**config.mk**
```make
export PLATFORM = sky130hd
export DESIGN_NAME = qsu_cell
export DESIGN_NICKNAME = d
export VERILOG_FILES = /design/src/hw/rtl/qsu_pkg.sv /design/src/hw/rtl/qsu_cell.sv
export SDC_FILE = /design/constraint.sdc
export NUM_CORES = 1
export LEC_CHECK = 0
export ABC_AREA = 0
export BUFFER_PORTS_ARGS = -buffer_cell sky130_fd_sc_hd__buf_2
export CORE_MARGIN = 2
export CORE_UTILIZATION = 45
export CTS_CLUSTER_DIAMETER = 150
export DETAILED_ROUTE_END_ITERATION = 16
export GPL_TIMING_DRIVEN = 1
export PLACE_DENSITY = 0.81
export REMOVE_ABC_BUFFERS = 1
export SLEW_MARGIN = 0
export SYNTH_ARGS = -nofsm -noshare
export SYNTH_HDL_FRONTEND = slang
export SYNTH_SLANG_ARGS = --single-unit
```
**constraint.sdc**
```tcl
create_clock -name i_clk -period 4.35 [get_ports i_clk]
set_input_delay 0.435 -clock i_clk [delete_from_list [all_inputs] [get_ports i_clk]]
set_output_delay 0.435 -clock i_clk [all_outputs]
set_load 0.005 [all_outputs]
```
**src/hw/rtl/qsu_pkg.sv**
```systemverilog
`timescale 1ns / 1ps
// Shared types and constants of the quartile summary block.
// No dependencies; every other file imports this package.
package qsu_pkg;

    localparam int MAX_SAMPLES = 1024;
    localparam int DATA_W      = 32;
    localparam int SUM_W       = 42;
    localparam int FRAC_W      = 8;
    localparam int MEAN_W      = 40;
    localparam int OUT_CNT_W   = 11;
    localparam int CNT_W       = $clog2(MAX_SAMPLES + 1);
    localparam int DIV_W       = SUM_W + FRAC_W;
    localparam int STEP_W      = $clog2(DIV_W + 1);

    typedef struct packed {
        logic [DATA_W-1:0] sample_value;
        logic              carries_sample;
        logic              last_sample;
    } t_in_word;

    typedef struct packed {
        logic [DATA_W-1:0]    min_value;
        logic [DATA_W-1:0]    low_quartile;
        logic [DATA_W-1:0]    median_value;
        logic [DATA_W-1:0]    high_quartile;
        logic [DATA_W-1:0]    max_value;
        logic [SUM_W-1:0]     sum_total;
        logic [MEAN_W-1:0]    mean_fixed;
        logic [OUT_CNT_W-1:0] sample_count;
        logic                 overflow_flag;
    } t_out_word;

    // Per-cycle command broadcast along the cell chain.
    typedef struct packed {
        logic insert;
        logic drain;
    } t_cell_ctl;

    typedef enum logic [1:0] {
        S_FILL  = 2'b01,
        S_DRAIN = 2'b10
    } t_state;

endpackage

```
**src/hw/rtl/qsu_cell.sv**
```systemverilog
`timescale 1ns / 1ps
// One cell of the sorted chain: holds a single sample.
// Depends on qsu_pkg.
module qsu_cell (
    input  logic                    i_clk,
    input  qsu_pkg::t_cell_ctl      i_ctl,
    input  logic                    i_occ,
    input  logic [qsu_pkg::DATA_W-1:0] i_new,
    input  logic [qsu_pkg::DATA_W-1:0] i_left_val,
    input  logic                    i_left_lt,
    input  logic [qsu_pkg::DATA_W-1:0] i_right_val,
    output logic [qsu_pkg::DATA_W-1:0] o_val,
    output logic                    o_lt
);
    import qsu_pkg::*;

    logic [DATA_W-1:0] r_val;

    // An empty cell counts as larger than any sample.
    assign o_lt  = !i_occ || (i_new < r_val);
    assign o_val = r_val;

    always_ff @(posedge i_clk) begin
        if (i_ctl.drain) begin
            r_val <= i_right_val;
        end else if (i_ctl.insert && o_lt) begin
            // shift right to make room, or take the new sample at the gap
            r_val <= i_left_lt ? i_left_val : i_new;
        end
    end

endmodule

```
==> run summary <==
Crit-path slowest cell: o31ai_4
Internal Power: 0.624 mW
DIE AREA: 5930 um2
Sw Pwr: 0.250 mW
Run status: completed
Boundary Pins: 134
Clock power frac: 24.2%
Final hold violation count: 0
Max reg flops: 32
Setup Viol. Count Final: 0
Measured slew at the worst slew-check pin: 0.949 ns
PwrDens: 272 nW/um2
Clk buf depth: 2
R2R depth: 9
Final Skew: 0.00456 ns
Seq cells post-synth: 32
RSZ-0062 raised after global routing: no
Final #Nets: 515
Distinct cell type count after synthesis: 22
Buffers & Inverters on Critical Path: 2
Post-Syn Area: 2400 um2
R2R Path Start: o_val[2]
Hold_ws: 0.437 ns
Largest net degree at the start of global routing: 66
Max incr delay on CP: 0.57 ns
Worst Setup Start Kind: register
Synthesized area per cell: 9.52 um2
Max VDD drop: 0.000157 V
Die Width: 77.0 um
CTS tree: built
Setup slack, reg-to-reg: 1.37 ns
Total iterations of the first detailed-routing run: 4
Net Sw Frac: 28.6%
Leakage: 1.71 nW
Initial Util: 46.7%
Slew HR: 36.7%
Crit-path max FO: 20
HP Class: input port to register
CTS clock-pin slew for the worst setup and hold paths: 0.06 ns
Max-slew violation count: 0
GR Overflow Total: 0
Largest delay share family, worst path: compound AO/OA/AOI/OAI gates
Placed instance count: 446
Vias/cell: 4.90
Sequential share of the synthesized area: 40.0%
Via count: 2226
Rows: 26
Vias in the first global route: 2200
HP Start: i_right_val[12]
Post-CTS resize count: 0
DRC: 0
Worst Path Arrival: 2.94 ns
RD Place Congestion: 0.789
Layout cells sized above 1: 36.7%
Buffers on Ports: 133
Worst Hold End: o_val[12]
Reg-to-Reg End: o_val[22]
Combinational share of power: 29.8%
DR iter-0 viols: 39
Worst-Skew Late Latency: 0.28 ns
Required @ worst endpoint: 4.31 ns
Antenna violations before repair: 0
DP HPWL: 4.60 mm
Setup TNS: 0 ns
Post-DR wirelength/cell: 12.4 um
Number of CTS-inserted buffers: 5
Core Area: 5140 um2
Sequential power share: 46.0%
Worst hold path depth: 3
Crit end category: register
Setup Buffers After CTS: 0
DRT antenna net count: 0
Diode count: 0
Max cap viols: 0
Yosys warns: 0
First-pass GRT wire length: 9.43 mm
Post-synthesis cell count: 252
Shortest period the worst path allows: 2.98 ns
Commonest non-fill, non-tap cell in the layout: buf_2
Most frequent cells in the layout: 133 x buf_2, 39 x nand2_1, 36 x o21ai_0, 33 x inv_1
WS Path Type: register to register
Final period util: 68.6%
Global Route Usage Sum: 19.5%
Post-CTS Hold Fix Bufs: 0
Area Growth Syn to Fin: 33.8%
Clock sink total: 32
Total power: 0.874 mW
DIE HEIGHT: 77.0 um
Crit-path cells: inv_1 > ha_1 > a211o_1 > a31oi_1 > o311a_1 > nor3_1 > o311a_1 > o31ai_4 > buf_4
Crit path top cell by count: o311a_1
H-tree Lvls: 2
Fillers: 451
DRT Wirelength: 5.63 mm
Clock Root Buffer: clkbuf_8
Highest clock rate: 335 MHz
Non-Filler Instances: 454
-- worst max path at each step --
stage | startpoint | end | slack [ns] | depth (start not counted)
6_report | o_val[2] | o_val[22] | 1.37 | 9
5_1_grt | o_val[2] | o_val[24] | 1.17 | 9
4_1_cts | o_val[2] | o_val[22] | 1.31 | 9
3_5_place_dp | i_new[2] | o_val[13] | 1.14 | 9
3_3_place_gp | i_new[2] | o_val[5] | 1.19 | 9
2_1_floorplan | i_new[2] | o_val[0] | 0.82 | 7
-- tightest hold or removal path, cell delays in order --
cell and delay (ns):
buf_2 0.08, nand2_1 0.04, o21ai_0 0.05
-- synth_stat cells --
cell type	instances	share of area, %
o311a_1	2	0.83
and4_1	1	0.37
inv_1	33	5.2
ha_1	31	16
nor3_1	1	0.21
a21o_1	3	0.94
mux2i_1	32	13
nor4_1	1	0.26
clkbuf_1	8	1.3
a211o_1	1	0.37
nand2_1	39	6.1
a21oi_1	14	2.9
buf_2	3	0.63
nand4_1	5	1.3
edfxtp_1	32	40
nor2_1	2	0.31
a31oi_1	1	0.26
nand4b_1	1	0.37
or2b_1	1	0.31
o21ai_0	36	7.5
nand3_1	4	0.83
o31ai_2	1	0.52
-- area by class of cell --
| class | instances | area (um2) | area share [%] |
|---|---|---|---|
| Sequential cell | 32 | 961 | 29.9 |
| Tap cell | 70 | 87.6 | 2.73 |
| Timing Repair Buffer | 135 | 681 | 21.2 |
| Inverter | 33 | 124 | 3.86 |
| Clock inverter | 1 | 3.75 | 0.117 |
| Multi-Input combinational cell | 176 | 1280 | 39.8 |
| Clock buffer | 7 | 76.3 | 2.38 |
-- cell families (layout without fill, tap and decap cells) --
logic type	after synthesis	in the layout	synth area share [%]
DFF	32	32	40.0
muxes	32	32	13.3
and+or+nand+nor	55	55	10.1
buffers and inverters	44	176	7.04
AOI/OAI and AO/OA	58	58	13.3
adders and majority gates	31	31	16.2
-- metal layers --
layer	routed length, um	track usage [%]
met1	2370	23.0
met2	2770	34.7
met3	406	4.59
met4	73	6.25
met5	0	0
-- power groups by stage --
| stage | Clock (mW) | Combinational (mW) | Sequential [mW] |
|---|---|---|---|
| finish | 0.211 | 0.261 | 0.402 |
| global placement | 0 | 0.255 | 0.408 |
| detailed placement | 0 | 0.263 | 0.409 |
| global route | 0.233 | 0.301 | 0.407 |
| floorplan | 0 | 0.123 | 0.414 |
| CTS | 0.221 | 0.266 | 0.403 |
-- stage by stage --
stage               util [%]  setup slack, ns  cell area, um2
detailed placement      60.9             1.14            3130
global route            62.5             1.17            3210
global placement        60.9             1.19            3130
CTS                     62.5             1.31            3210
finish                  62.5             1.37            3210
floorplan                  -            0.820            2350
Power figures use the tool's default switching activity.
