--- src/hw/rtl/qsu_pkg.sv ---
`timescale 1ns / 1ps
// Shared types and constants of the quartile summary block.
// No dependencies; every other file imports this package.
package qsu_pkg;

    localparam int MAX_SAMPLES = 1024;
    localparam int DATA_W      = 32;
    localparam int SUM_W       = 42;
    localparam int FRAC_W      = 8;
    localparam int MEAN_W      = 40;
    localparam int OUT_CNT_W   = 11;
    localparam int CNT_W       = $clog2(MAX_SAMPLES + 1);
    localparam int DIV_W       = SUM_W + FRAC_W;
    localparam int STEP_W      = $clog2(DIV_W + 1);

    typedef struct packed {
        logic [DATA_W-1:0] sample_value;
        logic              carries_sample;
        logic              last_sample;
    } t_in_word;

    typedef struct packed {
        logic [DATA_W-1:0]    min_value;
        logic [DATA_W-1:0]    low_quartile;
        logic [DATA_W-1:0]    median_value;
        logic [DATA_W-1:0]    high_quartile;
        logic [DATA_W-1:0]    max_value;
        logic [SUM_W-1:0]     sum_total;
        logic [MEAN_W-1:0]    mean_fixed;
        logic [OUT_CNT_W-1:0] sample_count;
        logic                 overflow_flag;
    } t_out_word;

    // Per-cycle command broadcast along the cell chain.
    typedef struct packed {
        logic insert;
        logic drain;
    } t_cell_ctl;

    typedef enum logic [1:0] {
        S_FILL  = 2'b01,
        S_DRAIN = 2'b10
    } t_state;

endpackage

--- src/hw/rtl/qsu_div.sv ---
`timescale 1ns / 1ps
// Bit-serial restoring divider for the mean: one quotient bit per cycle.
// Depends on qsu_pkg.
module qsu_div (
    input  logic                        i_clk,
    input  logic                        i_rst_n,
    input  logic                        i_start,
    input  logic [qsu_pkg::DIV_W-1:0]   i_dividend,
    input  logic [qsu_pkg::CNT_W-1:0]   i_divisor,
    output logic                        o_busy,
    output logic [qsu_pkg::MEAN_W-1:0]  o_quot
);
    import qsu_pkg::*;

    logic              r_busy;
    logic [STEP_W-1:0] r_step;
    logic [DIV_W-1:0]  r_q;
    logic [CNT_W:0]    r_rem;
    logic [CNT_W-1:0]  r_d;
    logic [CNT_W:0]    w_trial;
    logic [CNT_W:0]    w_diff;
    logic              w_ge;

    assign w_trial = {r_rem[CNT_W-1:0], r_q[DIV_W-1]};
    assign w_ge    = w_trial >= {1'b0, r_d};
    assign w_diff  = w_trial - {1'b0, r_d};
    assign o_busy  = r_busy;
    assign o_quot  = r_q[MEAN_W-1:0];

    always_ff @(posedge i_clk) begin
        if (!i_rst_n) begin
            r_busy <= 1'b0;
            r_step <= '0;
        end else if (i_start) begin
            r_busy <= 1'b1;
            r_step <= STEP_W'(DIV_W);
        end else if (r_busy) begin
            r_step <= r_step - 1'b1;
            if (r_step == STEP_W'(1)) begin
                r_busy <= 1'b0;
            end
        end
    end

    always_ff @(posedge i_clk) begin
        if (i_start) begin
            r_q   <= i_dividend;
            r_rem <= '0;
            r_d   <= i_divisor;
        end else if (r_busy) begin
            r_q   <= {r_q[DIV_W-2:0], w_ge};
            r_rem <= w_ge ? w_diff : w_trial;
        end
    end

endmodule

--- config.mk ---
export PLATFORM = sky130hd
export DESIGN_NAME = qsu_div
export DESIGN_NICKNAME = d
export VERILOG_FILES = /design/src/hw/rtl/qsu_pkg.sv /design/src/hw/rtl/qsu_div.sv
export SDC_FILE = /design/constraint.sdc
export NUM_CORES = 1
export LEC_CHECK = 0
export BUFFER_PORTS_ARGS = -buffer_cell sky130_fd_sc_hd__buf_2
export CAP_MARGIN = 20
export CORE_MARGIN = 4
export CORE_UTILIZATION = 40
export DETAILED_ROUTE_END_ITERATION = 16
export GPL_TIMING_DRIVEN = 0
export PLACE_DENSITY_LB_ADDON = 0.05
export SLEW_MARGIN = 10
export SYNTH_ARGS = -nofsm -noshare
export SYNTH_HDL_FRONTEND = slang
export SYNTH_SLANG_ARGS = --single-unit
--- constraint.sdc ---
create_clock -name i_clk -period 6.52 [get_ports i_clk]
set_input_delay 1.304 -clock i_clk [delete_from_list [all_inputs] [get_ports i_clk]]
set_output_delay 1.304 -clock i_clk [all_outputs]
set_load 0.03 [all_outputs]
==> results of run 1 <==
==> Yosys cell counts (all sizes together) (2+ instances only) <==
master  count  share of area, %
nor4bb      2              0.48
nand3       4              0.78
o211ai      3              0.54
a211oi      8               1.6
nor4        2              0.81
o21a        5              0.90
o21ai      10               1.6
nand3b      2              0.36
buf        47               8.2
dfxtp      18               8.6
ha         13               3.9
mux2       51                14
a21oi       7              0.84
edfxtp     61                44
mux2i       6               1.4
nor3        2              0.24
o22ai       2              0.30
o31a        2              0.42
nor2       22               2.0
xnor2       9               1.9
nor2b       3              0.63
clkbuf      6              0.54
nand2b      7               1.0
inv        16               1.4
a311oi      2              0.42
nand2       9              0.81
==> cells by family after synthesis <==
kind of cell               after synthesis  share of synthesized area [%]
DFF                                     79                           52.5
buffers and inverters                   69                           10.1
and+or+nand+nor                         61                           8.59
muxes                                   57                           15.3
AOI/OAI and AO/OA                       42                           7.07
adders and majority gates               14                           4.37
xor gates and xnor gates                10                           2.10
==> worst paths after layout <==
path	slack, ns	depth (start not counted)	endpoint
setup / recovery	2.95	6	r_q[11]
hold reg to reg	0.51	2	r_rem[9]
setup reg to reg	4.05	10	r_rem[7]
hold / removal	0.51	2	r_rem[9]
==> per-stage QoR <==
step / utilization, % / setup slack, ns / total power, uW / area [um2] / hold WS [ns]
4_1_cts: 49.4 / 2.92 / 1300 / 5050 / 0.516
3_3_place_gp: 47.6 / 2.22 / 977 / 4870 / 0.502
6_report: 49.4 / 2.95 / 1280 / 5050 / 0.513
2_1_floorplan: - / 3.29 / 891 / 4180 / 0.474
3_5_place_dp: 47.8 / 2.54 / 981 / 4890 / 0.507
5_1_grt: 49.4 / 2.73 / 1350 / 5050 / 0.549
==> cell type report <==
cell class                 instances  area share (%)
timing repair buffer             105            10.7
clock buffer                       9            2.45
multi-input combinational        184            30.9
buffer                            53            7.21
inverter                          16            1.19
tap                              136            3.37
clock inverter                     6           0.768
sequential                        79            43.4
==> power by group through the flow <==
stage                     clock network, uW  registers (uW)  logic, uW
final                                   314             628        339
after global placement                    0             640        338
after CTS                               329             629        344
after global routing                    348             634        371
after detailed placement                  0             640        342
after floorplan                           0             631        260
==> flip-flops by register name, indices dropped and copies added, names as in the netlist <==
name    cells
o_busy      1
r_d        11
r_rem      11
r_q        50
r_step      6
==> worst max-delay path, stage by stage <==
cell and delay [ns]:
buf_2 0.26, clkbuf_1 0.34, clkbuf_1 0.44, buf_1 0.42
or2_2 0.54, buf_12 0.27
==> routing by layer <==
| layer | GRT usage [%] | routed length, um | part of all wire, % | vias to the layer above |
|---|---|---|---|---|
| met2 | 24.4 | 4210 | 48 | 65 |
| met3 | 6.35 | 653 | 7.5 | 13 |
| li1 | - | - | - | 1391 |
| met4 | 4.75 | 108 | 1.2 | 2 |
| met5 | 0 | 13 | 0.15 | - |
| met1 | 18.2 | 3730 | 43 | 1323 |
==> qor.csv, run 1 <==
stage,metric,value,unit
clocking,CTS Buf Count,9,
cells_and_area,Layout Cells excl Fill,588,
die,Core Rows,37,
outcome,outcome,finished clean,
drt,via count,2794,
power,Sw Share,30.2,%
die,Ports,105,
cells_and_area,# fillers,957,
cells_and_area,"commonest non-fill, non-tap cell in the layout",buf_2,
timing,final period utilization,54.8,%
timing,Worst slew margin,63.6,%
setup_path,kind of start point of the critical path,input pin,
cells_and_area,"commonest cells after routing, fill and taps aside","buf_2, edfxtp_1, mux2_2, buf_4, nor2_1",
yosys,leading register cell type out of synthesis,edfxtp_1,
die,die width,110,um
yosys,Async SR Flop Fraction,0,%
timing,measured slew at the worst slew-check pin,0.545,ns
timing,fmax,0.280,GHz
drt,WL/cell,14.8,um
timing,final setup fails,0,
timing,unrepaired setup endpoints after global routing,no,
global_route,vias in the first global route,2861,
clocking,clk slew on worst S/H paths,0.08,ns
global_route,initial antenna violation count,1,
power,Int Pwr,894,uW
die,die footprint,12100,um2
die,total core area,10200,um2
setup_path,Crit. End Element,flop,
global_route,pin count of the biggest net entering global routing,31,
setup_path,CP required,6.57,ns
cells_and_area,"Area growth, synth to finish",20.9,%
place,PortBufs,104,
yosys,Post-synth EDFFs,61,
setup_path,Worst EP arrival,3.62,ns
timing,Final Skew,0.00981,ns
global_route,Congestion Overflow GR,0,
setup_path,Crit. Startpoint,i_start,
min_path,min-delay src,r_rem[9],
power,clock power share,24.5,%
place,Routability Congestion,0.795,
global_route,total track usage,15.0,%
clocking,clock buffer depth,2,
yosys,post-synthesis cell type count,49,
timing,Max Slew Vio Count,0,
min_path,Hold Crit Class,flop to flop,
power,Lkg Pwr,0.00212,uW
timing,crit path time final,3.57,ns
cells_and_area,Multi-input gate area,1560,um2
clocking,clk sinks,79,
timing,Final Hold Fails,0,
timing,Post-Route Setup TNS,0,ns
setup_path,RR Startpoint,r_q[49],
setup_path,Worst Path Max Fanout,30,
die,Initial Util,40.8,%
drt,remaining antenna violation count,0,
yosys,yosys warns,0,
power,power per cell area,254,nW/um2
yosys,post-synthesis register bit count,79,
drt,1st-pass router iterations,4,
cells_and_area,share of cells above drive strength 1,48.9,%
clocking,Post-CTS Hold Buffers,0,
yosys,Post-Synthesis Cells,332,
die,Die Y,110,um
power,maximum vdd drop,0.129,mV
run,total of max-cap violations,0,
yosys,post-synthesis average cell area,12.6,um2
clocking,CTS tree,yes,
cells_and_area,nets,526,
drt,WL final,8710,um
drt,DR iter-0 viols,129,
cells_and_area,Seq. cell area,2190,um2
clocking,clk_lat worst skew,0.35,ns
yosys,register area share after synthesis,52.5,%
power,Net Sw Power,387,uW
setup_path,CP Class,input pin to flop,
clocking,post-CTS setup buffers,0,
drt,DRC errors left,0,
drt,drt via density,4.75,
clocking,Root Buffer,clkbuf_8,
yosys,Syn Nets,410,
yosys,"Cell Area, Synth",4180,um2
place,Cell Count Post-Placement,573,
place,DP Wirelength,6480,um
power,Comb pwr share,26.5,%
clocking,H-tree Lvls,3,
power,Reg power frac,49.0,%
clocking,cts repair resizes,0,
cells_and_area,diode count,0,
global_route,first-pass GRT wire length,13900,um
Note: power is estimated with default switching activity, not from simulation.
==> run 2, diff against run 1 <==
ABC_AREA = 1   (was not set)
clock period = 3.66 ns   (was 6.52 ns; I/O delays follow)
==> run 2 against run 1 <==
Compared with the run above: flip-flop and latch count stayed put; critical path type unchanged; non-clock buffer count rose by 4; sequential share of layout area decreased by 1.8 points; clock power up 110%; highest routed layer is now met4; largest cell class unchanged; critical path depth shrank 1; cell count is 32% higher; combinational power grew 28%; first-iteration DRC count is 7.0% higher; sequential power grew 74%.
==> qor.csv, run 2 <==
stage,metric,value,unit
timing,Hold Slack,0.478,ns
power,Sw Share,28.7,%
setup_path,CP Cell Sequence,buf_2 > clkbuf_1 > nor2_1 > inv_2 > buf_12,
setup_path,kind of start point of the critical path,input pin,
cells_and_area,# fillers,1096,
clocking,CTS Buf Count,9,
setup_path,CP Class,input pin to flop,
global_route,pin count of the biggest net entering global routing,32,
place,Routability Congestion,0.884,
clocking,CTS tree,yes,
setup_path,Worst EP arrival,2.31,ns
setup_path,CP required,3.71,ns
power,Net Sw Power,629,uW
yosys,Async SR Flop Fraction,0,%
yosys,Synth top area share,42.0,%
cells_and_area,share of cells above drive strength 1,28.9,%
die,Die Y,112,um
place,PortBufs,104,
global_route,first-pass GRT wire length,16600,um
die,Core Rows,37,
min_path,Hold Crit Class,flop to flop,
timing,measured slew at the worst slew-check pin,0.587,ns
clocking,Root Buffer,clkbuf_8,
cells_and_area,Top Registers,"r_q (50), r_d (11), r_rem (11)",
yosys,most frequent cells after synthesis,"nand2_1, edfxtp_1, inv_1",
yosys,leading register cell type out of synthesis,edfxtp_1,
global_route,vias in the first global route,3492,
die,total core area,10500,um2
timing,Worst slew margin,60.8,%
clocking,H-tree Lvls,3,
drt,WL final,9860,um
yosys,"Cell Area, Synth",4360,um2
power,power per cell area,416,nW/um2
cells_and_area,diode count,0,
yosys,post-synthesis cell type count,32,
yosys,top cell type by total area after synthesis,edfxtp_1,
power,maximum vdd drop,0.221,mV
timing,final setup fails,0,
yosys,register area share after synthesis,50.2,%
yosys,Post-synth EDFFs,61,
cells_and_area,"commonest non-fill, non-tap cell in the layout",nand2_1,
timing,Post-Route Setup TNS,0,ns
clocking,clk_lat worst skew,0.35,ns
yosys,post-synthesis register bit count,79,
power,clock power share,30.2,%
timing,final period utilization,61.7,%
timing,crit path time final,2.26,ns
drt,DR iter-0 viols,138,
place,DP Wirelength,7440,um
setup_path,Worst Path Max Fanout,31,
timing,Final Skew,0.0134,ns
cells_and_area,fin area,5270,um2
global_route,total track usage,16.1,%
clocking,Post-CTS Hold Buffers,0,
die,die footprint,12600,um2
clocking,clock buffer depth,2,
setup_path,Crit. End Element,flop,
cells_and_area,"Area growth, synth to finish",20.8,%
drt,WL/cell,12.7,um
drt,1st-pass router iterations,5,
timing,Max Slew Vio Count,0,
global_route,Congestion Overflow GR,0,
cells_and_area,nets,716,
yosys,most common cell in the netlist,nand2_1,
cells_and_area,max reg flops,50,
run,total of max-cap violations,0,
clocking,clk slew on worst S/H paths,0.08,ns
power,Lkg Pwr,0.00271,uW
die,Ports,105,
yosys,post-synthesis average cell area,8.36,um2
power,Int Pwr,1560,uW
clocking,clk sinks,79,
yosys,Post-Synthesis Cells,522,
setup_path,Max stage delay on crit path,0.42,ns
die,Initial Util,41.7,%
setup_path,slowest CP cell,clkbuf_1,
place,DP Area,5070,um2
global_route,initial antenna violation count,0,
yosys,yosys warns,0,
clocking,post-CTS setup buffers,0,
setup_path,Buf/Inv on CP,4,
power,Comb pwr share,19.8,%
power,Reg power frac,49.9,%
timing,fmax,0.443,GHz
timing,unrepaired setup endpoints after global routing,no,
cells_and_area,"commonest cells after routing, fill and taps aside","nand2_1, buf_2, edfxtp_1, inv_1, buf_4",
setup_path,crit-path leading delay family,buffers and inverters,
yosys,top post-synthesis cells by area,"edfxtp_1, nand2_1, dfxtp_1, buf_4, inv_1",
drt,remaining antenna violation count,0,
clocking,cts repair resizes,0,
timing,Final Hold Fails,0,
yosys,Syn Nets,600,
drt,via count,3522,
cells_and_area,Biggest register,r_q,
outcome,outcome,finished clean,
die,die width,112,um
drt,DRC errors left,0,
drt,drt via density,4.52,
[run 2: area by class of cell]
type	count	area (um2)	area share (%)
Buffer	57	392	7.43
Clock buffer	11	141	2.68
Clock inverter	5	55.1	1.04
Inverter	54	203	3.85
Multi-Input combinational cell	332	1580	29.9
Sequential cell	79	2190	41.6
Tap cell	136	170	3.23
Timing Repair Buffer	105	541	10.3
[run 2: worst paths after layout]
kind	cells past startpoint	slack, ns	from	end
setup reg to reg	12	1.60	r_q[49]	r_rem[1]
setup / recovery	5	1.40	i_start	r_q[1]
hold reg to reg	2	0.48	r_rem[4]	r_rem[4]
hold / removal	2	0.48	r_rem[4]	r_rem[4]
[run 2: cells by family (layout without fill, tap and decap cells)]
| family | after synthesis | count (layout) | share of synthesized area [%] |
|---|---|---|---|
| XOR/XNOR | 4 | 4 | 0.803 |
| adder cells (fa/ha/maj) | 14 | 14 | 4.19 |
| AND/OR/NAND/NOR | 305 | 305 | 29.9 |
| buffers and inverters | 111 | 232 | 13.6 |
| flip-flops | 79 | 79 | 50.2 |
| AO/OA/AOI/OAI | 9 | 9 | 1.23 |
[run 2: power by group through the flow]
stage	logic (uW)	clock network (uW)	registers, uW
3_5_place_dp	441	0	1110
6_report	435	662	1090
4_1_cts	443	682	1100
5_1_grt	482	725	1110
2_1_floorplan	311	0	1110
3_3_place_gp	433	0	1110
[run 2: stage by stage]
step | cells | total power, uW | setup WS (ns) | util (%)
6_report | 779 | 2190 | 1.40 | 50.4
5_1_grt | 779 | 2310 | 1.24 | 50.4
4_1_cts | 779 | 2220 | 1.33 | 50.4
3_5_place_dp | 763 | 1560 | 0.943 | 48.5
3_3_place_gp | 762 | 1550 | 0.0450 | 48.3
2_1_floorplan | 522 | 1420 | 1.15 | -
[run 2: tightest hold or removal path: stages, from the launching register on]
cell     delay (ns)
dfxtp_1        0.33
nand2_1        0.07
nand2_1        0.04
[run 2: routing by layer]
metal | vias up | global-route usage, % | wire, um
met1 | 1600 | 21.6 | 4530
met4 | 0 | 4.01 | 74
met3 | 4 | 3.83 | 511
met5 | - | 0 | 0
li1 | 1853 | - | -
met2 | 65 | 26.5 | 4740
